### src/hdl/fmnrw_pkg.sv
// Package for the FM note register writer: payload structs, event codes,
// register address bases and the note to frequency-number helpers.
// Depends on nothing; used by fm_note_register_writer_top.
`default_nettype none

package fmnrw_pkg;

    localparam int unsigned CFG_ADDR_W = 3;
    localparam int unsigned CFG_DATA_W = 32;
    localparam int unsigned MAX_WRITES = 6;
    localparam int unsigned WR_IDX_W   = 3;
    localparam int unsigned NUM_CHAN   = 9;
    localparam int unsigned NUM_VOICE  = 11;

    // Event codes
    localparam logic [1:0] ACT_NOTE   = 2'd0;
    localparam logic [1:0] ACT_VOLUME = 2'd1;
    localparam logic [1:0] ACT_KSL    = 2'd2;

    // Configuration register indexes
    localparam logic CFG_RHYTHM = 1'b0;

    // OPL2 register bases
    localparam logic [7:0] REG_FNUM_LO = 8'hA0;
    localparam logic [7:0] REG_KEY_BLK = 8'hB0;
    localparam logic [7:0] REG_LEVEL   = 8'h40;
    localparam logic [7:0] REG_RHYTHM  = 8'hBD;
    localparam logic [7:0] RHYTHM_EN   = 8'h20;
    localparam logic [7:0] KEY_ON      = 8'h20;

    typedef struct packed {
        logic [1:0] action;
        logic [3:0] voice;
        logic [6:0] note;
        logic       silence;
        logic [5:0] volume;
        logic [1:0] key_scale;
    } t_in_item;

    typedef struct packed {
        logic [7:0] reg_addr;
        logic [7:0] reg_data;
        logic       last;
    } t_out_item;

    typedef struct packed {
        logic [7:0] lo;   // low eight fnum bits
        logic [4:0] hi;   // block and top two fnum bits
    } t_freq;

    function automatic logic [9:0] fnum_of(input logic [3:0] semi);
        logic [9:0] f;
        case (semi)
            4'd0:    f = 10'd340;
            4'd1:    f = 10'd363;
            4'd2:    f = 10'd385;
            4'd3:    f = 10'd408;
            4'd4:    f = 10'd432;
            4'd5:    f = 10'd458;
            4'd6:    f = 10'd485;
            4'd7:    f = 10'd514;
            4'd8:    f = 10'd544;
            4'd9:    f = 10'd577;
            4'd10:   f = 10'd611;
            4'd11:   f = 10'd647;
            default: f = 10'd340;
        endcase
        return f;
    endfunction

    // Split a note (0..134) into octave and semitone: multiply by 171/2048,
    // exact for this range.
    function automatic t_freq freq_of(input logic [7:0] note);
        logic [14:0] prod;
        logic [3:0]  oct;
        logic [7:0]  rem8;
        logic [9:0]  fnum;
        t_freq       res;
        prod = 15'(note) * 15'd171;
        oct  = prod[14:11];
        rem8 = note - (8'(oct) * 8'd12);
        fnum = fnum_of(rem8[3:0]);
        res.lo = fnum[7:0];
        res.hi = {oct[2:0], fnum[9:8]};
        return res;
    endfunction

    function automatic logic [7:0] carrier_off(input logic [3:0] v);
        logic [7:0] o;
        case (v)
            4'd0:    o = 8'h03;
            4'd1:    o = 8'h04;
            4'd2:    o = 8'h05;
            4'd3:    o = 8'h0B;
            4'd4:    o = 8'h0C;
            4'd5:    o = 8'h0D;
            4'd6:    o = 8'h13;
            4'd7:    o = 8'h14;
            default: o = 8'h15;
        endcase
        return o;
    endfunction

    function automatic logic [7:0] drum_off(input logic [1:0] d);
        logic [7:0] o;
        case (d)
            2'd0:    o = 8'h14;
            2'd1:    o = 8'h12;
            2'd2:    o = 8'h15;
            default: o = 8'h11;
        endcase
        return o;
    endfunction

endpackage

`default_nettype wire

### src/hdl/fm_note_register_writer_top.sv
// Top level of the FM note register writer: input register, event decode,
// write list buffer and configuration port.
// Depends on fmnrw_pkg.
`default_nettype none

// Turns note, volume and key-scale events for up to eleven voices into OPL2
// register writes. Each event is held in an input register; when the write
// buffer is free it is decoded combinationally into its full list of one to
// six writes (address, data, last) and the voice caches are updated. The list
// then leaves one write per cycle through the single output port while
// i_out_stall is low, and the next event is taken into the input register
// while the current list drains. Events that cause no write (unknown action,
// voice out of range) pass through the input register and do not enter the
// write buffer. The sole configuration register, rhythm_mode at byte address
// 0 (reset 1), selects percussion on voices 6 to 10; write it only while no
// event is in flight. Drum key bits and the frequency and level caches are
// kept across mode changes.
module fm_note_register_writer_top
    import fmnrw_pkg::*;
(
    input  wire logic                  i_clk,
    input  wire logic                  i_rst_n,
    // event channel
    input  wire logic                  i_in_valid,
    output      logic                  o_in_stall,
    input  wire t_in_item              i_in,
    // register write channel
    output      logic                  o_out_valid,
    input  wire logic                  i_out_stall,
    output      t_out_item             o_out,
    // configuration port
    input  wire logic                  psel,
    input  wire logic                  penable,
    input  wire logic                  pwrite,
    input  wire logic [CFG_ADDR_W-1:0] paddr,
    input  wire logic [CFG_DATA_W-1:0] pwdata,
    output      logic [CFG_DATA_W-1:0] prdata,
    output      logic                  pready
);

    // Configuration and voice state
    logic       r_rhythm;
    logic [4:0] r_drum_bits;
    logic [4:0] r_freq_high [NUM_CHAN];
    logic [7:0] r_level     [NUM_VOICE];

    // Input register
    logic     r_in_valid;
    t_in_item r_in;

    // Write list buffer
    logic                r_buf_valid;
    logic [WR_IDX_W-1:0] r_idx;
    logic [WR_IDX_W-1:0] r_cnt;
    logic [7:0]          r_addr [MAX_WRITES];
    logic [7:0]          r_data [MAX_WRITES];

    // Decode results
    logic [7:0]          n_addr [MAX_WRITES];
    logic [7:0]          n_data [MAX_WRITES];
    logic [WR_IDX_W-1:0] n_cnt;
    logic [4:0]          n_drum_bits;
    logic                w_wr_fh7;
    logic                w_wr_fh_v;
    logic [3:0]          w_fh_idx;
    logic [4:0]          n_fh7;
    logic [4:0]          n_fh_v;
    logic                w_wr_level;
    logic [7:0]          n_level;

    logic w_out_xfer;
    logic w_is_last;
    logic w_buf_free;
    logic w_load;
    logic w_in_xfer;
    logic w_cfg_wr;

    // ---------------------------------------------------------------
    // Handshakes: the input register frees as soon as its event moves
    // into the buffer, which happens when the buffer is empty or on the
    // cycle the last write of the previous list is transferred.
    // ---------------------------------------------------------------
    assign w_out_xfer = r_buf_valid && !i_out_stall;
    assign w_is_last  = (r_idx == (r_cnt - WR_IDX_W'(1)));
    assign w_buf_free = !r_buf_valid || (w_out_xfer && w_is_last);
    assign w_load     = r_in_valid && w_buf_free;
    assign o_in_stall = r_in_valid && !w_load;
    assign w_in_xfer  = i_in_valid && !o_in_stall;

    assign o_out_valid    = r_buf_valid;
    assign o_out.reg_addr = r_addr[r_idx];
    assign o_out.reg_data = r_data[r_idx];
    assign o_out.last     = w_is_last;

    // ---------------------------------------------------------------
    // Configuration port: writes land in the access phase, reads return
    // the mode bit, anything above register 0 reads as zero.
    // ---------------------------------------------------------------
    assign pready   = 1'b1;
    assign w_cfg_wr = psel && penable && pwrite && pready;
    assign prdata   = (paddr[2] == CFG_RHYTHM) ? {{(CFG_DATA_W-1){1'b0}}, r_rhythm}
                                               : '0;

    // ---------------------------------------------------------------
    // Event decode: build the whole write list for the held event from
    // the current caches.
    // ---------------------------------------------------------------
    always_comb begin
        logic [3:0] v;
        logic       drum;
        logic       in_range;
        logic [4:0] bit_mask;
        logic [4:0] drum_clr;
        logic [4:0] drum_set;
        logic [7:0] v8;
        t_freq      f_note;
        t_freq      f_snare;

        v        = r_in.voice;
        v8       = {4'd0, v};
        drum     = r_rhythm && (v >= 4'd6);
        in_range = (v <= 4'd10) && (r_rhythm || (v <= 4'd8));
        bit_mask = 5'd1 << (4'd10 - v);
        drum_clr = r_drum_bits & ~bit_mask;
        drum_set = drum_clr | bit_mask;
        f_note   = freq_of({1'b0, r_in.note});
        f_snare  = freq_of({1'b0, r_in.note} + 8'd7);

        for (int k = 0; k < MAX_WRITES; k++) begin
            n_addr[k] = REG_RHYTHM;
            n_data[k] = {3'd0, drum_set} | RHYTHM_EN;
        end
        n_cnt       = '0;
        n_drum_bits = r_drum_bits;
        w_wr_fh7    = 1'b0;
        w_wr_fh_v   = 1'b0;
        w_fh_idx    = v;
        n_fh7       = f_snare.hi;
        n_fh_v      = f_note.hi;
        w_wr_level  = 1'b0;
        n_level     = r_level[v];

        if (in_range) begin
            case (r_in.action)
                ACT_NOTE: begin
                    if (drum) begin
                        n_addr[0]   = REG_RHYTHM;
                        n_data[0]   = {3'd0, drum_clr} | RHYTHM_EN;
                        n_drum_bits = drum_clr;
                        n_cnt       = WR_IDX_W'(1);
                        if (!r_in.silence) begin
                            n_drum_bits = drum_set;
                            if (v == 4'd8) begin
                                // tom: retune the snare channel first
                                n_addr[1] = REG_FNUM_LO + 8'd7;
                                n_data[1] = f_snare.lo;
                                n_addr[2] = REG_KEY_BLK + 8'd7;
                                n_data[2] = {3'd0, f_snare.hi};
                                n_addr[3] = REG_FNUM_LO + v8;
                                n_data[3] = f_note.lo;
                                n_addr[4] = REG_KEY_BLK + v8;
                                n_data[4] = {3'd0, f_note.hi};
                                w_wr_fh7  = 1'b1;
                                w_wr_fh_v = 1'b1;
                                n_cnt     = WR_IDX_W'(6);
                            end else if (v == 4'd6) begin
                                n_addr[1] = REG_FNUM_LO + v8;
                                n_data[1] = f_note.lo;
                                n_addr[2] = REG_KEY_BLK + v8;
                                n_data[2] = {3'd0, f_note.hi};
                                w_wr_fh_v = 1'b1;
                                n_cnt     = WR_IDX_W'(4);
                            end else begin
                                n_cnt = WR_IDX_W'(2);
                            end
                        end
                    end else begin
                        // melodic: key off with the cached block, then retune
                        n_addr[0] = REG_KEY_BLK + v8;
                        n_data[0] = {3'd0, r_freq_high[v]};
                        n_cnt     = WR_IDX_W'(1);
                        if (!r_in.silence) begin
                            n_addr[1] = REG_FNUM_LO + v8;
                            n_data[1] = f_note.lo;
                            n_addr[2] = REG_KEY_BLK + v8;
                            n_data[2] = {3'd0, f_note.hi} | KEY_ON;
                            w_wr_fh_v = 1'b1;
                            n_cnt     = WR_IDX_W'(3);
                        end
                    end
                end
                ACT_VOLUME, ACT_KSL: begin
                    if (r_in.action == ACT_VOLUME) begin
                        n_level = {r_level[v][7:6], r_in.volume};
                    end else begin
                        n_level = {r_in.key_scale, r_level[v][5:0]};
                    end
                    w_wr_level = 1'b1;
                    if ((v < 4'd7) || !r_rhythm) begin
                        n_addr[0] = REG_LEVEL + carrier_off(v);
                    end else begin
                        n_addr[0] = REG_LEVEL + drum_off(2'(v - 4'd7));
                    end
                    n_data[0] = n_level;
                    n_cnt     = WR_IDX_W'(1);
                end
                default: begin
                    n_cnt = '0;
                end
            endcase
        end
    end

    // ---------------------------------------------------------------
    // Control and voice state
    // ---------------------------------------------------------------
    always_ff @(posedge i_clk) begin
        if (!i_rst_n) begin
            r_rhythm    <= 1'b1;
            r_drum_bits <= '0;
            r_in_valid  <= 1'b0;
            r_buf_valid <= 1'b0;
            r_idx       <= '0;
            r_cnt       <= '0;
            for (int k = 0; k < NUM_CHAN; k++) begin
                r_freq_high[k] <= '0;
            end
            for (int k = 0; k < NUM_VOICE; k++) begin
                r_level[k] <= '0;
            end
        end else begin
            if (w_cfg_wr && (paddr[2] == CFG_RHYTHM)) begin
                r_rhythm <= pwdata[0];
            end

            // hold the input register until its event moves on
            if (w_in_xfer) begin
                r_in_valid <= 1'b1;
            end else if (w_load) begin
                r_in_valid <= 1'b0;
            end

            if (w_load) begin
                r_buf_valid <= (n_cnt != '0);
                r_cnt       <= n_cnt;
                r_idx       <= '0;
                r_drum_bits <= n_drum_bits;
                if (w_wr_fh7) begin
                    r_freq_high[7] <= n_fh7;
                end
                if (w_wr_fh_v) begin
                    r_freq_high[w_fh_idx] <= n_fh_v;
                end
                if (w_wr_level) begin
                    r_level[r_in.voice] <= n_level;
                end
            end else if (w_out_xfer) begin
                // advance to the next write of the list
                r_idx <= r_idx + WR_IDX_W'(1);
                if (w_is_last) begin
                    r_buf_valid <= 1'b0;
                end
            end
        end
    end

    // Payload registers
    always_ff @(posedge i_clk) begin
        if (w_in_xfer) begin
            r_in <= i_in;
        end
        if (w_load) begin
            for (int k = 0; k < MAX_WRITES; k++) begin
                r_addr[k] <= n_addr[k];
                r_data[k] <= n_data[k];
            end
        end
    end

    // ---------------------------------------------------------------
    // Checks
    // ---------------------------------------------------------------
    a_idx_in_list: assert property (@(posedge i_clk) disable iff (!i_rst_n)
        r_buf_valid |-> (r_idx < r_cnt))
        else $error("write index beyond list length");

    a_rhythm_bit: assert property (@(posedge i_clk) disable iff (!i_rst_n)
        (o_out_valid && (o_out.reg_addr == REG_RHYTHM)) |-> o_out.reg_data[5])
        else $error("rhythm register written without rhythm enable");

    a_stall_held: assert property (@(posedge i_clk) disable iff (!i_rst_n)
        o_in_stall |-> (r_in_valid && r_buf_valid))
        else $error("input stalled with free buffer");

    a_reset_idle: assert property (@(posedge i_clk)
        !i_rst_n |=> (!o_out_valid && !o_in_stall))
        else $error("channels busy after reset");

endmodule

`default_nettype wire

### config.mk
export PLATFORM = sky130hd
export DESIGN_NAME = fm_note_register_writer_top
export DESIGN_NICKNAME = d
export VERILOG_FILES = /design/src/hdl/fmnrw_pkg.sv /design/src/hdl/fm_note_register_writer_top.sv
export SDC_FILE = /design/constraint.sdc
export NUM_CORES = 1
export LEC_CHECK = 0
export ABC_AREA = 0
export BUFFER_PORTS_ARGS = -buffer_cell sky130_fd_sc_hd__buf_2
export CAP_MARGIN = 20
export CELL_PAD_IN_SITES_DETAIL_PLACEMENT = 1
export CELL_PAD_IN_SITES_GLOBAL_PLACEMENT = 1
export CORE_UTILIZATION = 50
export CTS_CLUSTER_SIZE = 14
export DETAILED_ROUTE_END_ITERATION = 10
export GPL_TIMING_DRIVEN = 0
export HOLD_SLACK_MARGIN = 0.08
export PLACE_DENSITY_LB_ADDON = 0.25
export SETUP_SLACK_MARGIN = 0.1
export SLEW_MARGIN = 20
export SYNTH_ARGS = -nofsm -noshare
export SYNTH_HDL_FRONTEND = slang
export SYNTH_SLANG_ARGS = --single-unit
### constraint.sdc
create_clock -name i_clk -period 17.1 [get_ports i_clk]
set_input_delay 2.565 -clock i_clk [delete_from_list [all_inputs] [get_ports i_clk]]
set_output_delay 2.565 -clock i_clk [all_outputs]
set_load 0.02 [all_outputs]
==> metrics.yaml, run 1 <==
synth:
  synth_cell_types: 83
  synth_ff_type: "edfxtp_1"
  synth_area_leader_cell: "edfxtp_1"
  ys_seq_elements: 313
  synth_cells: 1316
  synth-edff-count: 279
  ys_seq_area_frac: 0.539
  yosysWarningCount: 0
  syn_avg_cell_area_sq_um: 12.8
  synth_top_area_frac: 0.499
  synthArstFlopShare: 0
  synthTopCellsByArea: "edfxtp_1 50%, mux4_2 9.5%, ha_1 7.2%, dfxtp_1 4.1%, nor2_1 3.7%"
  netlist_area_sq_um: 16800
min_path:
  worstHoldPathCells: 2
  hold_path_class: "register to register"
sta:
  rsz0062_at_grt: "no"
  fin_tns_setup_ns: 0
  period_needed_ns: 7.29
  slew_headroom: 0.393
  hold_viol_final: 0
  drv_slew: 0
  fin_hold_ws_ns: 0.477
  worst_slew_pin_slew_ns: 0.911
  fin_worst_skew_ns: 0.0322
  setup_viol: 0
  post-route-period-util: 0.426
  fmax_mhz: 137
cells_and_area:
  final_common_cell: "edfxtp_1"
  antenna_cells: 0
  drive_gt1_frac: 0.173
  area_growth_pct: 13.6
  num-nets-final: 1668
  layout_common_cells: "279 x edfxtp_1, 166 x nor2_1, 99 x inv_1"
routing:
  wl_microns: 45200
  drcViolationCount: 0
  viasPerCell: 5.76
  wl_per_cell_microns: 23.1
  drt-initial-drc-count: 996
  ant_nets: 0
  via_count: 11255
  firstDrtPassIters: 5
die:
  start_util: 0.512
  num_io_pins: 116
  coreArea_sq_um: 32800
  dieArea_sq_um: 34300
  die_w_microns: 185
  num_rows: 66
  die_h_microns: 185
grt:
  grt.total_usage: 0.273
  grt_overflow_total: 0
  grt_pass1_vias: 12003
  grt_pass1_wl_microns: 69700
  grt_max_degree: 59
  antenna_found_initial: 0
clocking:
  clock_path_buffers: 3
  cts_made_buffers: 36
  cts_tree: "built"
  clock-root-buffer: "clkbuf_16"
  htree_levels: 2
  post_cts_resized: 0
  cts_hold_buf: 0
  clk-insertion-delay-late_ns: 0.54
  clock-sinks: 313
  postCtsSetupBuffers: 0
  clk_pin_slew_ns: 0.06
outcome:
  status: "finished, final reports clean"
setup_path:
  cp-end-kind: "register"
  startpoint_type: "register"
  ff2ff_path_depth: 22
  worstPathArrival_ns: 7.56
  critPathKind: "register to register"
  path_max_fanout: 13
  required_ns: 17.37
power_and_ir_drop:
  p_per_area_nw_per_um2: 129
  vdd_drop_max_uv: 95.4
  p_leak_nw: 7.55
job:
  cap_viol_max_count: 0
placed_design:
  portBuffers: 49
  dp_hpwl_microns: 32500
  gp_congestion: 0.891
[synthesized netlist by cell type (8+ instances only)]
library cell,n
edfxtp_1,279
nor2_1,166
inv_1,100
ha_1,97
nand2_1,74
mux4_2,71
a21oi_1,52
buf_4,36
clkbuf_1,34
dfxtp_1,34
nand3_1,30
mux2i_1,25
o21ai_0,23
fa_1,20
nand2b_1,17
xnor2_1,17
nor2b_1,16
a211oi_1,13
and3_1,13
buf_2,13
and2_1,11
mux2_2,10
a22oi_1,8
nor3_1,8
o21ai_1,8
xor2_1,8
[stage by stage]
stage          total power [mW]  instance area (sq um)  cells  utilization  setup slack, ns
3_5_place_dp               1.70                  17900   1891        0.546             9.90
6_report                   2.46                  19100   1954        0.582             9.81
3_3_place_gp               1.66                  17900   1891        0.546            10.07
5_1_grt                    2.57                  19100   1954        0.582             9.25
2_1_floorplan              1.46                  17100   1400            -            11.27
4_1_cts                    2.46                  19100   1954        0.581             9.86
[cell type report]
type | instances | area, sq um
Fill cell | 3381 | 13700
Sequential cell | 313 | 9060
Multi-Input combinational cell | 891 | 7150
Clock buffer | 42 | 923
Tap cell | 442 | 553
Buffer | 92 | 527
Inverter | 104 | 393
Timing Repair Buffer | 49 | 245
Clock inverter | 21 | 224
[flip-flops by register name, indices dropped and copies added, names as in the netlist, named ones only]
register,flops
r_data,41
w_fh_idx,4
r_idx,3
r_freq_high,80
r_level,128
r_rhythm,1
r_addr,16
o_out_valid,1
r_in,18
r_in_valid,1
r_cnt,3
[critical path, cell delays in order, from the launching register on]
cell and delay, ns:
edfxtp_1 0.77, inv_1 0.37, ha_1 0.38, xor2_1 0.54, ha_1 0.32, fa_1 0.46, fa_1 0.52, inv_1 0.06
fa_1 0.53, inv_1 0.05, ha_1 0.30, a211oi_1 0.29, nor2_1 0.13, nor2_1 0.17, a21boi_0 0.17, nor2_1 0.26
ha_1 0.21, xor2_1 0.19, xnor2_1 0.14, and3_1 0.28, nor2_1 0.42, a21oi_1 0.14, a211o_1 0.33
[metal layers]
layer	vias up	track usage	wire [microns]
met5	-	0	0
met4	0	0.0648	896
met3	70	0.0317	2260
met2	349	0.471	22700
met1	5771	0.368	19300
li1	5065	-	-
[worst paths after layout]
path	start	end	slack, ns
min reg2reg	r_level[10][7]$_SDFFE_PN0P_	r_level[10][7]$_SDFFE_PN0P_	0.48
min	r_level[10][7]$_SDFFE_PN0P_	r_level[10][7]$_SDFFE_PN0P_	0.48
max	r_in[9]$_DFFE_PP_	r_data[1][4]$_DFFE_PP_	9.81
max reg2reg	r_in[9]$_DFFE_PP_	r_data[1][4]$_DFFE_PP_	9.81
[logic make-up after synthesis]
| group | count (synthesis) | share of synthesized area |
|---|---|---|
| flip-flops | 313 | 0.539 |
| adder cells (fa/ha/maj) | 117 | 0.0961 |
| XOR/XNOR | 27 | 0.0154 |
| multiplexers | 107 | 0.118 |
| AND/OR/NAND/NOR | 374 | 0.104 |
| buffers and inverters | 196 | 0.0546 |
| AO/OA/AOI/OAI | 180 | 0.0724 |
| other | 2 | 0.000447 |
[power by group]
group	switching [mW]	internal, mW	leakage [nW]
registers	0.0196	0.909	3.02
logic	0.516	0.256	3.97
clock network	0.322	0.439	0.561
total	0.858	1.60	7.55
Power figures use the tool's default switching activity.
==> run 2, diff against run 1 <==
--- a/config.mk
+++ b/config.mk
@@ -5,12 +5,12 @@
 export SDC_FILE = /design/constraint.sdc
 export NUM_CORES = 1
 export LEC_CHECK = 0
-export ABC_AREA = 0
+export ABC_AREA = 1
 export BUFFER_PORTS_ARGS = -buffer_cell sky130_fd_sc_hd__buf_2
 export CAP_MARGIN = 20
 export CELL_PAD_IN_SITES_DETAIL_PLACEMENT = 1
 export CELL_PAD_IN_SITES_GLOBAL_PLACEMENT = 1
-export CORE_UTILIZATION = 50
+export CORE_UTILIZATION = 48
 export CTS_CLUSTER_SIZE = 14
 export DETAILED_ROUTE_END_ITERATION = 10
 export GPL_TIMING_DRIVEN = 0
==> constraint.sdc (replaced) <==
create_clock -name i_clk -period 6.79 [get_ports i_clk]
set_input_delay 1.0185 -clock i_clk [delete_from_list [all_inputs] [get_ports i_clk]]
set_output_delay 1.0185 -clock i_clk [all_outputs]
set_load 0.02 [all_outputs]
==> run 2 against run 1 <==
Against the previous run: final cell count increased by 27%; highest routed layer unchanged; hold slack better by 0.0040 ns; area after synthesis is 2.7% higher; clock power grew to 2.6 times the previous value.
==> metrics.yaml, run 2 <==
placed_design:
  place_area_sq_um: 18400  # +2.9%
  dp_hpwl_microns: 39900  # +23%
  place_worst_setup_slack_ns: -0.148  # -10.05 ns
  gp_congestion: 0.900  # +0.99%
  dpl.cell_count: 2410  # +27%
  portBuffers: 50  # +2.0%
clocking:
  clock_path_buffers: 3  # unchanged
  clock-sinks: 313  # unchanged
  cts_hold_buf: 0  # unchanged
  clk-insertion-delay-late_ns: 0.54  # about the same
  clk_pin_slew_ns: 0.06  # about the same
  htree_levels: 2  # unchanged
  cts_tree: "built"
  cts_made_buffers: 36  # unchanged
  clock-root-buffer: "clkbuf_16"
grt:
  grt_overflow_total: 0  # unchanged
  grt.total_usage: 0.307  # +0.0336
  grt_pass1_wl_microns: 84500  # +21%
  grt_pass1_vias: 14951  # +25%
  grt_max_degree: 38  # -36%
  antenna_found_initial: 0  # unchanged
cells_and_area:
  multi_input_area_sq_um: 7250  # +1.5%
  top_register: "r_level"
  final_common_cell: "nor2_1"
  num-nets-final: 2172  # +30%
  antenna_cells: 0  # unchanged
  area_growth_pct: 13.9
  fin_util: 0.554  # -0.0280
  largest_reg_flops: 128  # unchanged
  layout.cells.non_filler: 2479  # +27%
  num-fill-cells: 4085  # +21%
  drive_gt1_frac: 0.104  # -0.0691
  seq_area_sq_um: 9060  # unchanged
  reg.largest.list: "r_level (128), r_freq_high (80), r_data (41)"
  design_area_sq_um: 19600  # +3.0%
  layout_common_cells: "295 x nor2_1, 288 x nand2_1, 279 x edfxtp_1"
sta:
  period_needed_ns: 6.31  # -0.978 ns
  setup_viol: 0  # unchanged
  post-route-period-util: 0.929  # +0.503
  fin_worst_skew_ns: 0.0242  # -0.00802 ns
  setup_ws_ns: 0.483  # -9.33 ns
  fin_hold_ws_ns: 0.481  # +0.00403 ns
  hold_viol_final: 0  # unchanged
  worst_slew_pin_slew_ns: 1.09  # +0.184 ns
  fmax_mhz: 159  # +16%
  rsz0062_at_grt: "yes"
  slew_headroom: 0.270  # -0.123
  fin_tns_setup_ns: 0  # unchanged
  drv_slew: 0  # unchanged
synth:
  synth.most_common_cell: "nor2_1"
  netlist_area_sq_um: 17300  # +2.7%
  synthTopCellsByArea: "edfxtp_1 49%, ha_1 7.0%, nor2_1 6.4%, nand2_1 6.3%, o21ai_0 4.2%"
  syn_avg_cell_area_sq_um: 9.51  # -25%
  synth_cell_types: 54  # -35%
  synthArstFlopShare: 0  # unchanged
  ys_seq_elements: 313  # unchanged
  synth_top_area_frac: 0.486  # -0.0133
  yosysWarningCount: 0  # unchanged
  synth_cells: 1813  # +38%
  synth-edff-count: 279  # unchanged
  ys_seq_area_frac: 0.525  # -0.0144
  synth_area_leader_cell: "edfxtp_1"
  synth_ff_type: "edfxtp_1"
  ys_top_cells_by_count: "295 x nor2_1, 288 x nand2_1, 279 x edfxtp_1"
routing:
  firstDrtPassIters: 5  # unchanged
  wl_per_cell_microns: 22.3  # -3.7%
  drcViolationCount: 0  # unchanged
  via_count: 14230  # +26%
  drt-initial-drc-count: 1209  # +21%
  viasPerCell: 5.74  # -0.34%
  wl_microns: 55200  # +22%
  ant_nets: 0  # unchanged
setup_path:
  required_ns: 7.06  # -10.31 ns
  crit_slowest_cell: "edfxtp_1"
  worst-path-buf-inv: 7  # +4
  slowest_delay_ns: 0.51  # -0.26 ns
  path_max_fanout: 16  # +3
  startpoint_type: "register"
  crit_family: "adder cells"
  critPathKind: "register to register"
  rrSetupSlack_ns: 0.48  # -9.33 ns
  cp-end-kind: "register"
  worstPathArrival_ns: 6.57  # -0.99 ns
power_and_ir_drop:
  total_power_mw: 6.11  # +150%
  p_leak_nw: 8.27  # +9.5%
  p_per_area_nw_per_um2: 311  # +140%
  vdd_drop_max_uv: 281  # +190%
die:
  num_io_pins: 116  # unchanged
  coreArea_sq_um: 35500  # +8.2%
  dieArea_sq_um: 36700  # +6.9%
  start_util: 0.486  # -0.0260
  die_w_microns: 192  # +3.4%
  num_rows: 69  # +4.5%
  die_h_microns: 192  # +3.4%
min_path:
  hold_path_class: "register to register"
outcome:
  status: "finished, final reports clean"
job:
  cap_viol_max_count: 0  # unchanged
## run 2: changes by cell type after synthesis, moves of 24 or more
cell and change:
nand2_1 +214, nor2_1 +129, o21ai_0 +121, nand3_1 +95, inv_1 +74, mux4_2 -71, o221ai_1 +24
## run 2: path summary, 6_finish.rpt
kind | start | endpoint | cells past startpoint
max | r_in[13]$_DFFE_PP_ | r_freq_high[8][1]$_SDFFCE_PN0P_ | 26
min | register | register | 2
max reg2reg | r_in[13]$_DFFE_PP_ | r_freq_high[8][1]$_SDFFCE_PN0P_ | 26
min reg2reg | register | register | 2
## run 2: tightest hold or removal path: stages, from the launching register on
cell and delay, ns:
dfxtp_1 0.31, inv_1 0.06, a21oi_1 0.06
## run 2: area by class of cell
class                           count  area share
Timing Repair Buffer               56      0.0155
Clock inverter                     15     0.00923
Buffer                            105      0.0285
Inverter                          191      0.0365
Multi-Input combinational cell   1288       0.369
Clock buffer                       50      0.0507
Sequential cell                   313       0.461
Tap cell                          461      0.0294
## run 2: what timing repair did
| action | 4_1_cts | 5_1_grt |
|---|---|---|
| setup endpoints to repair | 33 | 41 |
| gates resized for setup | 1 | 5 |
| buffers inserted | 0 | 4 |
## run 2: cells by family (layout without fill, tap and decap cells)
family,Yosys count,after routing,share of synthesized area
mux,2,2,0.00116
other cells,2,86,0.000435
fa+ha+maj,117,117,0.0936
buf+inv,296,417,0.0735
flops,313,313,0.525
compound gates,302,302,0.104
xor+xnor,18,18,0.00914
simple gates,763,763,0.193
## run 2: per-layer routing
layer | GRT usage | vias up | wire, microns | share of wire
li1 | - | 6440 | - | -
met1 | 0.376 | 7130 | 21700 | 0.39
met2 | 0.545 | 527 | 28000 | 0.51
met3 | 0.0398 | 133 | 3360 | 0.061
met4 | 0.123 | 0 | 2070 | 0.038
met5 | 0 | - | 0 | 0
## run 2: where the power goes
part	switching, mW	leakage (nW)	internal [mW]
clock network	0.803	0.567	1.18
registers	0.0437	3.04	2.27
logic	1.29	4.67	0.528
total	2.14	8.27	3.97
